### config.mk
export PLATFORM = sky130hd
export DESIGN_NAME = strict_priority_three_queue_scheduler
export DESIGN_NICKNAME = d
export VERILOG_FILES = /design/src/rtl/spq_pkg.sv /design/src/rtl/spq_ram.sv /design/src/rtl/strict_priority_three_queue_scheduler.sv
export SDC_FILE = /design/constraint.sdc
export NUM_CORES = 1
export LEC_CHECK = 0
export ABC_AREA = 1
export BUFFER_PORTS_ARGS = -buffer_cell sky130_fd_sc_hd__buf_2
export CAP_MARGIN = 20
export CORE_MARGIN = 1
export CORE_UTILIZATION = 35
export CTS_CLUSTER_SIZE = 24
export DETAILED_ROUTE_END_ITERATION = 10
export GPL_TIMING_DRIVEN = 1
export SLEW_MARGIN = 20
export SYNTH_ARGS = -nofsm -noshare
export SYNTH_HDL_FRONTEND = slang
export SYNTH_SLANG_ARGS = --single-unit
### constraint.sdc
create_clock -name clk -period 8.8 [get_ports clk]
set_input_delay 1.76 -clock clk [delete_from_list [all_inputs] [get_ports clk]]
set_output_delay 1.76 -clock clk [all_outputs]
set_load 0.01 [all_outputs]
### src/rtl/spq_pkg.sv
package spq_pkg;

  localparam int NUM_CLASSES = 3;
  localparam int CLASS_W     = 2;
  localparam int TAG_BITS    = 16;

  typedef enum logic [1:0] {
    ST_ENQUEUED = 2'd0,
    ST_FULL     = 2'd1,
    ST_GRANTED  = 2'd2,
    ST_NONE     = 2'd3
  } status_t;

  typedef enum logic [0:0] {
    OP_ENQUEUE = 1'b0,
    OP_GRANT   = 1'b1
  } op_t;

  localparam logic [CLASS_W-1:0] CLASS_URGENT = 2'd0;
  localparam logic [CLASS_W-1:0] CLASS_NORMAL = 2'd1;
  localparam logic [CLASS_W-1:0] CLASS_OTHER  = 2'd2;

endpackage

### src/rtl/spq_ram.sv
module spq_ram #(
  parameter int WIDTH = 16,
  parameter int DEPTH = 48
) (
  input  logic                     clk,
  input  logic                     we,
  input  logic [$clog2(DEPTH)-1:0] waddr,
  input  logic [WIDTH-1:0]         wdata,
  input  logic [$clog2(DEPTH)-1:0] raddr,
  output logic [WIDTH-1:0]         rdata
);

  logic [WIDTH-1:0] mem [DEPTH];

  always_ff @(posedge clk) begin
    if (we) begin
      mem[waddr] <= wdata;
    end
    rdata <= mem[raddr];
  end

endmodule

### src/rtl/strict_priority_three_queue_scheduler.sv
// Each result is strobed on done in the cycle after its request is taken.
// Throughput: one request per cycle; busy stays low, so start is never refused.
// Grants read the shared tag RAM at the head slot; the registered read sets the latency.
// The receiver cannot stall: each result is valid for exactly one cycle.
// Synchronous reset empties all three queues; the tag RAM itself is not cleared.
module strict_priority_three_queue_scheduler #(
  parameter int QUEUE_DEPTH = 16,
  parameter int TAG_WIDTH   = 16
) (
  input  logic                         clk,
  input  logic                         rst,
  input  logic                         start,
  output logic                         busy,
  input  logic                         op,
  input  logic [spq_pkg::CLASS_W-1:0]  req_class,
  input  logic [spq_pkg::TAG_BITS-1:0] tag,
  output logic                         done,
  output logic [1:0]                   status,
  output logic [spq_pkg::CLASS_W-1:0]  grant_class,
  output logic [spq_pkg::TAG_BITS-1:0] grant_tag
);

  localparam int IW        = $clog2(QUEUE_DEPTH);
  localparam int DEPTH_ALL = spq_pkg::NUM_CLASSES * QUEUE_DEPTH;
  localparam int AW        = $clog2(DEPTH_ALL);
  localparam int SW        = (TAG_WIDTH < spq_pkg::TAG_BITS) ? TAG_WIDTH : spq_pkg::TAG_BITS;
  localparam logic [IW-1:0] LAST_SLOT = IW'(QUEUE_DEPTH - 1);

  logic [IW-1:0] head [spq_pkg::NUM_CLASSES];
  logic [IW-1:0] tail [spq_pkg::NUM_CLASSES];
  logic [IW-1:0] head_next [spq_pkg::NUM_CLASSES];
  logic [IW-1:0] tail_next [spq_pkg::NUM_CLASSES];
  logic [spq_pkg::NUM_CLASSES-1:0] nonempty, nonempty_next;

  logic                        accept;
  logic [spq_pkg::CLASS_W-1:0] enq_q;
  logic [spq_pkg::CLASS_W-1:0] grant_q;
  logic                        grant_found;
  logic [IW-1:0]               enq_slot;
  logic                        we;
  logic [AW-1:0]               waddr;
  logic [AW-1:0]               raddr;
  logic [SW-1:0]               rdata;
  spq_pkg::status_t            res_status_next, res_status;
  logic [spq_pkg::CLASS_W-1:0] res_class_next, res_class;

  function automatic logic [AW-1:0] slot_addr(input logic [spq_pkg::CLASS_W-1:0] q,
                                              input logic [IW-1:0] idx);
    return AW'(q) * AW'(QUEUE_DEPTH) + AW'(idx);
  endfunction

  // Every request is finished in a single pass, so the block is never busy.
  assign busy   = 1'b0;
  assign accept = start && !busy;

  // Any class code other than urgent or normal falls into the other queue.
  assign enq_q = (req_class == spq_pkg::CLASS_URGENT || req_class == spq_pkg::CLASS_NORMAL) ?
                 req_class : spq_pkg::CLASS_OTHER;

  // Lowest class index wins, so scan from the bottom of the priority order upwards.
  always_comb begin
    grant_q     = spq_pkg::CLASS_URGENT;
    grant_found = 1'b0;
    for (int i = spq_pkg::NUM_CLASSES - 1; i >= 0; i--) begin
      if (nonempty[i]) begin
        grant_q     = spq_pkg::CLASS_W'(i);
        grant_found = 1'b1;
      end
    end
  end

  always_comb begin
    for (int i = 0; i < spq_pkg::NUM_CLASSES; i++) begin
      head_next[i] = head[i];
      tail_next[i] = tail[i];
    end
    nonempty_next   = nonempty;
    we              = 1'b0;
    enq_slot        = tail[enq_q] + IW'(1);
    res_status_next = spq_pkg::ST_NONE;
    res_class_next  = spq_pkg::CLASS_URGENT;
    if (accept) begin
      if (op == spq_pkg::OP_ENQUEUE) begin
        if (!nonempty[enq_q]) begin
          head_next[enq_q]     = '0;
          tail_next[enq_q]     = '0;
          nonempty_next[enq_q] = 1'b1;
          enq_slot             = '0;
          we                   = 1'b1;
          res_status_next      = spq_pkg::ST_ENQUEUED;
        end else if (tail[enq_q] == LAST_SLOT) begin
          // Slots freed by earlier grants are not reused until the queue drains.
          res_status_next = spq_pkg::ST_FULL;
        end else begin
          tail_next[enq_q] = enq_slot;
          we               = 1'b1;
          res_status_next  = spq_pkg::ST_ENQUEUED;
        end
      end else if (grant_found) begin
        res_status_next = spq_pkg::ST_GRANTED;
        res_class_next  = grant_q;
        if (head[grant_q] == tail[grant_q]) begin
          head_next[grant_q]     = '0;
          tail_next[grant_q]     = '0;
          nonempty_next[grant_q] = 1'b0;
        end else begin
          head_next[grant_q] = head[grant_q] + IW'(1);
        end
      end
    end
  end

  assign waddr = slot_addr(enq_q, enq_slot);
  assign raddr = slot_addr(grant_q, head[grant_q]);

  spq_ram #(
    .WIDTH (SW),
    .DEPTH (DEPTH_ALL)
  ) u_spq_ram (
    .clk   (clk),
    .we    (we),
    .waddr (waddr),
    .wdata (tag[SW-1:0]),
    .raddr (raddr),
    .rdata (rdata)
  );

  always_ff @(posedge clk) begin
    if (rst) begin
      for (int i = 0; i < spq_pkg::NUM_CLASSES; i++) begin
        head[i] <= '0;
        tail[i] <= '0;
      end
      nonempty <= '0;
      done     <= 1'b0;
    end else begin
      for (int i = 0; i < spq_pkg::NUM_CLASSES; i++) begin
        head[i] <= head_next[i];
        tail[i] <= tail_next[i];
      end
      nonempty <= nonempty_next;
      done     <= accept;
    end
  end

  always_ff @(posedge clk) begin
    res_status <= res_status_next;
    res_class  <= res_class_next;
  end

  assign status      = res_status;
  assign grant_class = res_class;
  assign grant_tag   = (res_status == spq_pkg::ST_GRANTED) ?
                       spq_pkg::TAG_BITS'(rdata) : '0;

endmodule

==> results.sh <==
export IMPL_internal_power_w=0.006667
export IMPL_setup_violations_final=0
export IMPL_drc_errors=0
export IMPL_grt_use_total_pct=18.49
export IMPL_pwr_share_clk_pct=38.6
export IMPL_p_comb_share_pct=14.0
export IMPL_clk_transition_reported_paths_ns=0.06
export IMPL_die_w_microns=318.8
export IMPL_synthArstFlopShare_pct=0
export IMPL_crit_buf_inv=3
export IMPL_rows=115
export IMPL_start_util_pct=35.53
export IMPL_vdd_drop_max_mv=0.1646
export IMPL_min_from="tail[0][0]"
export IMPL_drt_iter0_drc=2396
export IMPL_r2r_start="nonempty[1]"
export IMPL_p_per_area_nw_per_um2=231.7
export IMPL_multi_input_area_sq_um=8775
export IMPL_grt_antenna_before_repair=5
export IMPL_cts_buffers=85
export IMPL_tns_ns=0
export IMPL_power_share_switching_pct=27.16
export IMPL_finalPower_w=0.009153
export IMPL_power_frac_seq_pct=47.3
export IMPL_via_count=23442
export IMPL_drt_pass1_iter_count=6
export IMPL_synthCells=3254
export IMPL_skew_ns=0.02146
export IMPL_fill_cells=9289
export IMPL_die_area_sq_um=101600
export IMPL_rsz0062_at_grt="false"
export IMPL_final_nets=3302
export IMPL_critPathMaxFanout=228
export IMPL_clock_path_buffers=3
export IMPL_p_sw_w=0.002486
export IMPL_synth_edff_count=768
export IMPL_final_period_utilization_pct=53.14
export IMPL_cts_sinks=816
export IMPL_worstPathCellList="inv_2 > nand3_2 > inv_2 > nand2_1 > nand2_8 > buf_12 > nor2_1 > o211ai_1 > nand3_1 > nand2_1 > nand2_1 > nand3_1"
export IMPL_gp_congestion=0.9098
export IMPL_grt_pass1_wl_microns=141400
export IMPL_syn_area_sq_um=35120
export IMPL_fmax_ghz=0.2138
export IMPL_startpoint_type="register"
export IMPL_worstSetupPathType="reg -> reg"
export IMPL_routed_wl_microns=94990
export IMPL_maxCapViolCount=0
export IMPL_maxSlewViolCount=0
export IMPL_worst_pin_slew_ns=1.082
export IMPL_grt_overflow_total=0
export IMPL_worst_ep_required_time_ns=9.37
export IMPL_min_period_ns=4.677
export IMPL_cp_arrival_ns=5.25
export IMPL_routedWlPerCell_microns=20.49
export IMPL_layout_drive_gt1_share_pct=8.396
export IMPL_startpoint="nonempty[1]"
export IMPL_status="complete, no violations"
export IMPL_clock_latency_ns=0.64
export IMPL_tritoncts="built"
export IMPL_cpPeakStageDelay_ns=0.75
export IMPL_holdCritPathClass="reg -> reg"
export IMPL_clockRootBuffer="clkbuf_16"
export IMPL_coreArea_sq_um=98850
export IMPL_io_pins=44
export IMPL_die_y_microns=318.8
export IMPL_seq_area_sq_um=24020
export IMPL_cpMostUsedCell="nand2_1"
export IMPL_io_buffers=42
export IMPL_worst_setup_path_end_kind="register"
export IMPL_synth_ff_type="edfxtp_1"
export IMPL_mostFrequentLayoutCells="nand2_1 (799), edfxtp_1 (768), inv_1 (400)"
export IMPL_htreeDepth=3
export IMPL_hold_buffers=0
export IMPL_cpMaxStageDelayCell="buf_12"
export IMPL_ys_ff_latch=816
export IMPL_grt_max_degree=229
export IMPL_ant_nets=0
export IMPL_ctsResizeCount=0
export IMPL_synthDistinctLibCells=40
export IMPL_final_hold_violation_count=0
export IMPL_seq_area_frac_synth_pct=68.40
export IMPL_crit_family="simple AND/OR/NAND/NOR gates"
export IMPL_viasPerCell=5.057
export IMPL_leakage_nw=14.69
export IMPL_place_hpwl_microns=54230
export IMPL_syn2layout_area_growth_pct=12.49
export IMPL_yosysWarnings=0
export IMPL_syn_avg_cell_area_sq_um=10.79
export IMPL_cts_setup_buffers=0
export IMPL_final_common_cell="nand2_1"
export IMPL_syn_num_nets=3278
export IMPL_grt_pass1_vias=22154
export IMPL_relSlewSlack_pct=27.89
==> stage by stage <==
step / instances / cell area [sq um] / util, % / hold slack, ns / setup slack (ns)
after floorplan: 3254 / 35120 / - / 0.4789 / 4.426
after global placement: 4477 / 36780 / 37.21 / 0.5358 / 3.452
after detailed placement: 4478 / 36800 / 37.22 / 0.5393 / 3.559
after CTS: 4634 / 39510 / 39.97 / 0.5462 / 4.228
after global routing: 4635 / 39510 / 39.97 / 0.5690 / 3.819
final: 4636 / 39510 / 39.97 / 0.5480 / 4.123
==> worst register-to-register path, delay by kind of cell (launching register included) <==
| family | cells | cell delay (ns) |
|---|---|---|
| simple gates | 8 | 2.26 |
| compound gates | 1 | 0.37 |
| flops | 1 | 0.47 |
| buf+inv | 3 | 1.51 |
==> cells in the mapped netlist (all sizes together), types with 2 or more instances <==
| cell type | number | share of area, % |
|---|---|---|
| a21boi | 4 | 0.085 |
| nor2 | 306 | 3.4 |
| nand4 | 9 | 0.16 |
| nor3 | 2 | 0.028 |
| nand3b | 3 | 0.064 |
| a21oi | 28 | 0.43 |
| edfxtp | 768 | 66 |
| inv | 410 | 4.4 |
| nand2 | 811 | 8.8 |
| buf | 122 | 1.8 |
| clkbuf | 62 | 0.66 |
| o22ai | 2 | 0.053 |
| o211ai | 272 | 5.8 |
| ha | 2 | 0.071 |
| nand3 | 305 | 4.4 |
| dfxtp | 48 | 2.7 |
| o21ai | 92 | 1.3 |
==> cell families (layout without fill, tap and decap cells) <==
kind of cell / after synthesis / count (layout) / share of synthesized area [%]
AO/OA/AOI/OAI: 401 / 401 / 7.762
XOR/XNOR: 2 / 2 / 0.04988
adder cells (fa/ha/maj): 2 / 2 / 0.07123
buffers and inverters: 595 / 688 / 6.847
flip-flops: 816 / 816 / 68.40
other: 1 / 3 / 0.01068
AND/OR/NAND/NOR: 1437 / 1437 / 16.86
==> power by group through the flow <==
stage | Combinational, W | Clock, W | Sequential, W
finish | 0.00129 | 0.00354 | 0.00433
global route | 0.00141 | 0.00373 | 0.00433
CTS | 0.00129 | 0.00359 | 0.00433
detailed placement | 0.00128 | 0 | 0.00441
global placement | 0.00127 | 0 | 0.00441
floorplan | 0.000814 | 0 | 0.00440
==> routing by layer <==
layer  GRT usage (%)  vias up  wire, microns
li1                -    11140              -
met1           26.14    11365          42450
met2           29.46      778          43830
met3           2.712      151           6335
met4           5.346        8           2336
met5               0        -             39
==> sequential cells by signal (all words and copies together) (netlist names) <==
register and flops:
status 2, u_spq_ram.rdata 16, nonempty 3, done 1
head 12, u_spq_ram.mem 768, grant_class 2, tail 12
==> final timing paths <==
path / slack [ns] / cells after the start / to
worst max-delay path: 4.12 / 12 / u_spq_ram.rdata[15]
worst min-delay path: 0.55 / 2 / tail[0][0]
worst max register to register: 4.12 / 12 / u_spq_ram.rdata[15]
worst min register to register: 0.55 / 2 / tail[0][0]
==> layout make-up <==
type                            count  area share [%]
Inverter                          411           3.908
Timing Repair Buffer              121           2.137
Multi-Input combinational cell   1843           22.21
Antenna cell                        2         0.01267
Clock inverter                     52           1.241
Tap cell                         1287           4.075
Clock buffer                      104           5.618
Sequential cell                   816           60.80
No activity file was read; power rests on OpenSTA's default activity.
